File: config.mk
export PLATFORM = sky130hd
export DESIGN_NAME = erav_cordic_cell
export DESIGN_NICKNAME = d
export VERILOG_FILES = /design/src/rtl/erav_pkg.sv /design/src/rtl/erav_cordic_cell.sv
export SDC_FILE = /design/constraint.sdc
export NUM_CORES = 1
export LEC_CHECK = 0
export ABC_AREA = 1
export BUFFER_PORTS_ARGS = -buffer_cell sky130_fd_sc_hd__buf_2
export CORE_ASPECT_RATIO = 1.75
export CORE_MARGIN = 4
export CORE_UTILIZATION = 45
export CTS_BUF_LIST = sky130_fd_sc_hd__clkbuf_8
export CTS_CLUSTER_SIZE = 10
export DETAILED_ROUTE_END_ITERATION = 8
export MAX_ROUTING_LAYER = met4
export PLACE_DENSITY = 0.7
export SETUP_SLACK_MARGIN = 0.02
export SYNTH_ARGS = -nofsm -noshare
export SYNTH_HDL_FRONTEND = slang
export SYNTH_SLANG_ARGS = --single-unit
File: constraint.sdc
create_clock -name i_clk -period 10.4 [get_ports i_clk]
set_clock_uncertainty 0.1 [all_clocks]
set_input_delay 2.08 -clock i_clk [delete_from_list [all_inputs] [get_ports i_clk]]
set_output_delay 2.08 -clock i_clk [all_outputs]
set_load 0.005 [all_outputs]
File: src/rtl/erav_pkg.sv
// Package: shared types, constants and arithmetic helpers for the axis rotation block.
package erav_pkg;

    localparam int ERAV_ANGLE_BITS = 16;
    localparam int ERAV_FRAC_BITS  = 14;
    localparam int ERAV_STEPS      = 30;
    localparam int ERAV_PHASE_W    = 32;
    localparam int ERAV_XY_W       = 34;
    localparam int ERAV_Z_W        = 33;

    localparam logic signed [ERAV_XY_W-1:0] ERAV_GAIN = 34'sd652032874;

    // arctangent table, 2^32 units per turn
    localparam logic [31:0] ERAV_ATAN [ERAV_STEPS] = '{
        32'h20000000, 32'h12E4051D, 32'h09FB385B, 32'h051111D4, 32'h028B0D43,
        32'h0145D7E1, 32'h00A2F61E, 32'h00517C55, 32'h0028BE53, 32'h00145F2E,
        32'h000A2F98, 32'h000517CC, 32'h00028BE6, 32'h000145F3, 32'h0000A2F9,
        32'h0000517C, 32'h000028BE, 32'h0000145F, 32'h00000A2F, 32'h00000517,
        32'h0000028B, 32'h00000145, 32'h000000A2, 32'h00000051, 32'h00000028,
        32'h00000014, 32'h0000000A, 32'h00000005, 32'h00000002, 32'h00000001
    };

    typedef enum logic [2:0] {
        AXIS_FRONT = 3'd0,
        AXIS_BACK  = 3'd1,
        AXIS_RIGHT = 3'd2,
        AXIS_LEFT  = 3'd3,
        AXIS_UP    = 3'd4,
        AXIS_DOWN  = 3'd5
    } t_axis;

    typedef struct packed {
        logic signed [ERAV_XY_W-1:0] x;
        logic signed [ERAV_XY_W-1:0] y;
        logic signed [ERAV_Z_W-1:0]  z;
        logic [1:0]                  quad;
    } t_rot;

    typedef struct packed {
        logic        valid;
        logic [2:0]  code;
        t_rot [2:0]  ch;
    } t_stage;

    // Q2.30 product, rounded half up
    function automatic logic signed [ERAV_XY_W-1:0] qmul(
        input logic signed [ERAV_XY_W-1:0] a,
        input logic signed [ERAV_XY_W-1:0] b
    );
        logic signed [2*ERAV_XY_W-1:0] pr;
        pr = a * b + (68'sd1 <<< 29);
        return pr[ERAV_XY_W+29:30];
    endfunction

endpackage

File: src/rtl/erav_cordic_cell.sv
// CORDIC cell: one micro-rotation for all three angles.
module erav_cordic_cell
    import erav_pkg::*;
#(
    parameter int STEP = 0
) (
    input  logic   i_clk,
    input  logic   i_rst_n,
    input  logic   i_en,
    input  t_stage i_stage,
    output t_stage o_stage
);
    t_stage r_stage;
    t_stage n_stage;

    localparam logic signed [ERAV_Z_W-1:0] ATAN = {1'b0, ERAV_ATAN[STEP]};

    always_comb begin
        logic signed [ERAV_XY_W-1:0] dx;
        logic signed [ERAV_XY_W-1:0] dy;
        n_stage = i_stage;
        for (int k = 0; k < 3; k++) begin
            dx = i_stage.ch[k].y >>> STEP;
            dy = i_stage.ch[k].x >>> STEP;
            if (!i_stage.ch[k].z[ERAV_Z_W-1]) begin
                n_stage.ch[k].x = i_stage.ch[k].x - dx;
                n_stage.ch[k].y = i_stage.ch[k].y + dy;
                n_stage.ch[k].z = i_stage.ch[k].z - ATAN;
            end else begin
                n_stage.ch[k].x = i_stage.ch[k].x + dx;
                n_stage.ch[k].y = i_stage.ch[k].y - dy;
                n_stage.ch[k].z = i_stage.ch[k].z + ATAN;
            end
        end
    end

    always_ff @(posedge i_clk) begin
        if (!i_rst_n) begin
            r_stage.valid <= 1'b0;
        end else if (i_en) begin
            r_stage <= n_stage;
        end
    end

    assign o_stage = r_stage;
endmodule

==> results list <==
- Layout net count: 5693
- Top post-synthesis cells by count: nand2_1 (1192), inv_1 (629), nand3_1 (446)
- Number of enable-type register cells in the synthesized netlist: 309
- Share of layout cells above drive strength 1: 0.157
- Worst slew margin relative to its limit: 0.321
- Kind of cell with the highest combined delay on the critical path: simple AND/OR/NAND/NOR gates
* GRT Residual Overflow: 0
- Final-layout fill cell count: 7097
- The number of global-route vias before repair came to 33.4k.
* Worst R2R Start: o_stage[312]$_SDFFE_PN0P_
- Yosys warning count: 0
- Dividing the final minimum period by the clock period gives 0.407.
* Slowest cell delay on critical path: 740 ps
* H-Tree Level Count: 2
- By area the synthesized netlist is led by edfxtp_1 (30%), nand2_1 (14%), ha_1 (12%).
* Antenna Violating Nets Remaining: 0
* Count of pins over their slew limit: 0
- The die covers 73200 um2.
* Post-synthesis async set-or-reset flop share: 0
* First-pass iteration count of the detailed router: 9
- Starting density of the core: 0.453
- Synthesis produced a netlist with a net count of 5134.
* Critical path start-end classification: in2reg
- The clock net in this run drives a total of 310 sinks.
- Of the post-synthesis cell area, the dominant cell type holds 0.300.
* Maximum buffer depth of the clock tree: 3
* Most used standard cell by instance count after synthesis: nand2_1
* Iter 0 DRT Violations: 2310
* Wire length of the first global-routing pass: 197000 um
* Die height: 355 um
- The worst-case IR drop observed on VDD is 0.0891 mV.
* Root buffer selected by CTS: clkbuf_8
- Total wire length after detailed routing: 136000 um
- Detailed routing inserted a total of 33.3k vias.
* CTS buffer count: 49
- Dividing total power by cell area gives a power density of 122 nW/um2.
- Buffer count from post-CTS setup fixing: 0
- The synthesized netlist contains 50 unique library cells.
- GRT Total Usage: 0.367
- The die is 206 um wide.
* Hold-fix buffers, CTS: 0
- Routability cong.: 1.05
* Critical path data arrival time: 4580 ps
- Setup violations remaining at the end of the flow were counted as 0.
- RSZ-0062 raised after global routing: no
- The share of the Yosys chip area taken by registers is 0.300.
* Timing startpoint of the critical path: i_stage[245]
- The tool flagged a number of max-cap violations equal to 0.
* R2R setup slack: 9650 ps
- Cell depth of the worst setup path: 11
- The region available for standard cell placement spans 68300 um2.
* WHS Endpoint: o_stage[312]$_SDFFE_PN0P_
- Number of synthesized register bits: 310
- Number of hold violations in the final report: 0
- For this design the static power due to leakage is 17.9 nW.
* Post-DR wirelength/cell: 22.6 um
- Commonest register cell after synthesis: edfxtp_1
* Nature of the critical path endpoint: register
* Number of antenna violations at the first check in global routing: 30
- TritonCTS built the clock tree.
- Run status: complete, no violations
* Min-delay worst type: reg2reg
* Number of buffer and inverter instances along the worst setup path: 2
- The wire-length estimate of the detail-placed layout is 115000 um.
* Boundary Pins: 629
- Maximum clock frequency: 236 MHz
* Largest net degree at the start of global routing: 125
* Port Buffer Count: 628
* Hold Path Depth: 2
* Required time reported for the critical path endpoint: 10750 ps
* Clock slew at the register clock pins of the worst setup and hold paths: 60 ps
* Number of cells on the worst reg-to-reg path: 2
* Std-Cell Rows: 127
- Compared with the post-synthesis result, the final layout area differs by 15.1%.
- Worst-path cell chain: buf_2 -> inv_1 -> ha_1 -> nand4_1 -> nor3_1 -> nand3b_1 -> nand2_1 -> nand3_1 -> nand2_1 -> nand3_1 -> nand2_1
- Kind of launch point of the worst setup path: input pin
- For the final routed database, the setup TNS stands at 0 ps.
* Transition time of the tightest slew-check pin: 1020 ps
* Post-route DRC: 0
- In this run, post-CTS repair resized a total of 0 instances.
- Cell count after synthesis: 4503
- Core occupancy in the finished layout: 0.521
- Along the worst path, the maximum fanout reaches 13.
- Minimum clock period: 4230 ps
* Clock latency reported for the late side of the worst-skew pair: 670 ps
- Master of the slowest instance on the critical path: nor3_1
* Max reg flops: 310
- Largest area contributor in the synthesized netlist: edfxtp_1
* Origin of the worst min-delay path: o_stage[312]$_SDFFE_PN0P_
- The worst register-to-register path ends at o_stage[312]$_SDFFE_PN0P_.
- In this run the cell area of the synthesized design comes to 31000 um2.
* Cell repeated most along the worst path: nand2_1
- Average footprint of a synthesized cell: 6.87 um2
* Post-DR vias/cell: 5.52
## how the worst max path moves through the flow
stage,end,slack [ps]
after global routing,o_stage[264]$_DFFE_PP_,6030
after detailed placement,o_stage[300]$_DFFE_PP_,5620
after CTS,o_stage[300]$_DFFE_PP_,6380
after floorplan,o_stage[0]$_DFFE_PP_,1610
final,o_stage[300]$_DFFE_PP_,6170
after global placement,o_stage[308]$_DFFE_PP_,5610
## per-stage QoR
stage	area, um2	power (mW)	setup slack, ps	cells	hold WS, ps
after floorplan	31000	2.59	1610	4503	425
after global placement	34500	3.21	5610	5914	420
after detailed placement	34500	3.22	5620	5914	453
after CTS	35500	4.35	6380	5999	468
after global routing	35600	4.59	6030	6027	481
final	35600	4.35	6170	6030	463
## layout make-up
class                      instances  area [um2]  share of cell area
antenna                           31        77.6             0.00218
timing repair buffer             637        3220              0.0905
clock buffer                      49         674              0.0189
inverter                         649        2440              0.0686
sequential                       310        9300               0.261
clock inverter                    36         314             0.00882
multi-input combinational       3415       18500               0.518
tap                              903        1130              0.0317
## routing by layer
metal / vias up / track usage / wire (um)
li1: 15900 / - / -
met1: 15300 / 0.354 / 46000
met2: 1529 / 0.650 / 68600
met3: 504 / 0.0632 / 9260
met4: 0 / 0.271 / 12200
met5: - / - / 0
## logic make-up after synthesis
kind of cell / after synthesis / synth area share
mux: 3 / 0.000970
xor+xnor: 82 / 0.0232
buf+inv: 778 / 0.103
compound gates: 820 / 0.143
fa+ha+maj: 315 / 0.130
simple gates: 2195 / 0.299
flops: 310 / 0.300
## layout by cell type, fill, tap and decap left out, types with 14 or more instances in the layout
| master | count |
|---|---|
| a21o_1 | 35 |
| a21oi_1 | 389 |
| buf_2 | 628 |
| clkbuf_8 | 49 |
| diode_2 | 31 |
| edfxtp_1 | 309 |
| ha_1 | 303 |
| inv_1 | 637 |
| inv_2 | 20 |
| nand2_1 | 1192 |
| nand2_2 | 18 |
| nand3_1 | 446 |
| nand4_1 | 32 |
| nor2_1 | 401 |
| nor3_1 | 40 |
| o211ai_1 | 14 |
| o21ai_0 | 258 |
| o21ai_1 | 40 |
| o21bai_1 | 26 |
| xor2_1 | 79 |
## worst min-delay path: cells and delay by family, from the launching register on
family	cells	cell delay, ps
AO/OA/AOI/OAI	2	200
flip-flops	1	320
## power breakdown
part           internal, mW  total (mW)  switching, mW  leakage, nW
Sequential             1.53        1.57         0.0399         2.89
Clock                 0.570        1.12          0.548        0.534
Combinational         0.510        1.66           1.15         14.4
Power figures use the tool's default switching activity.
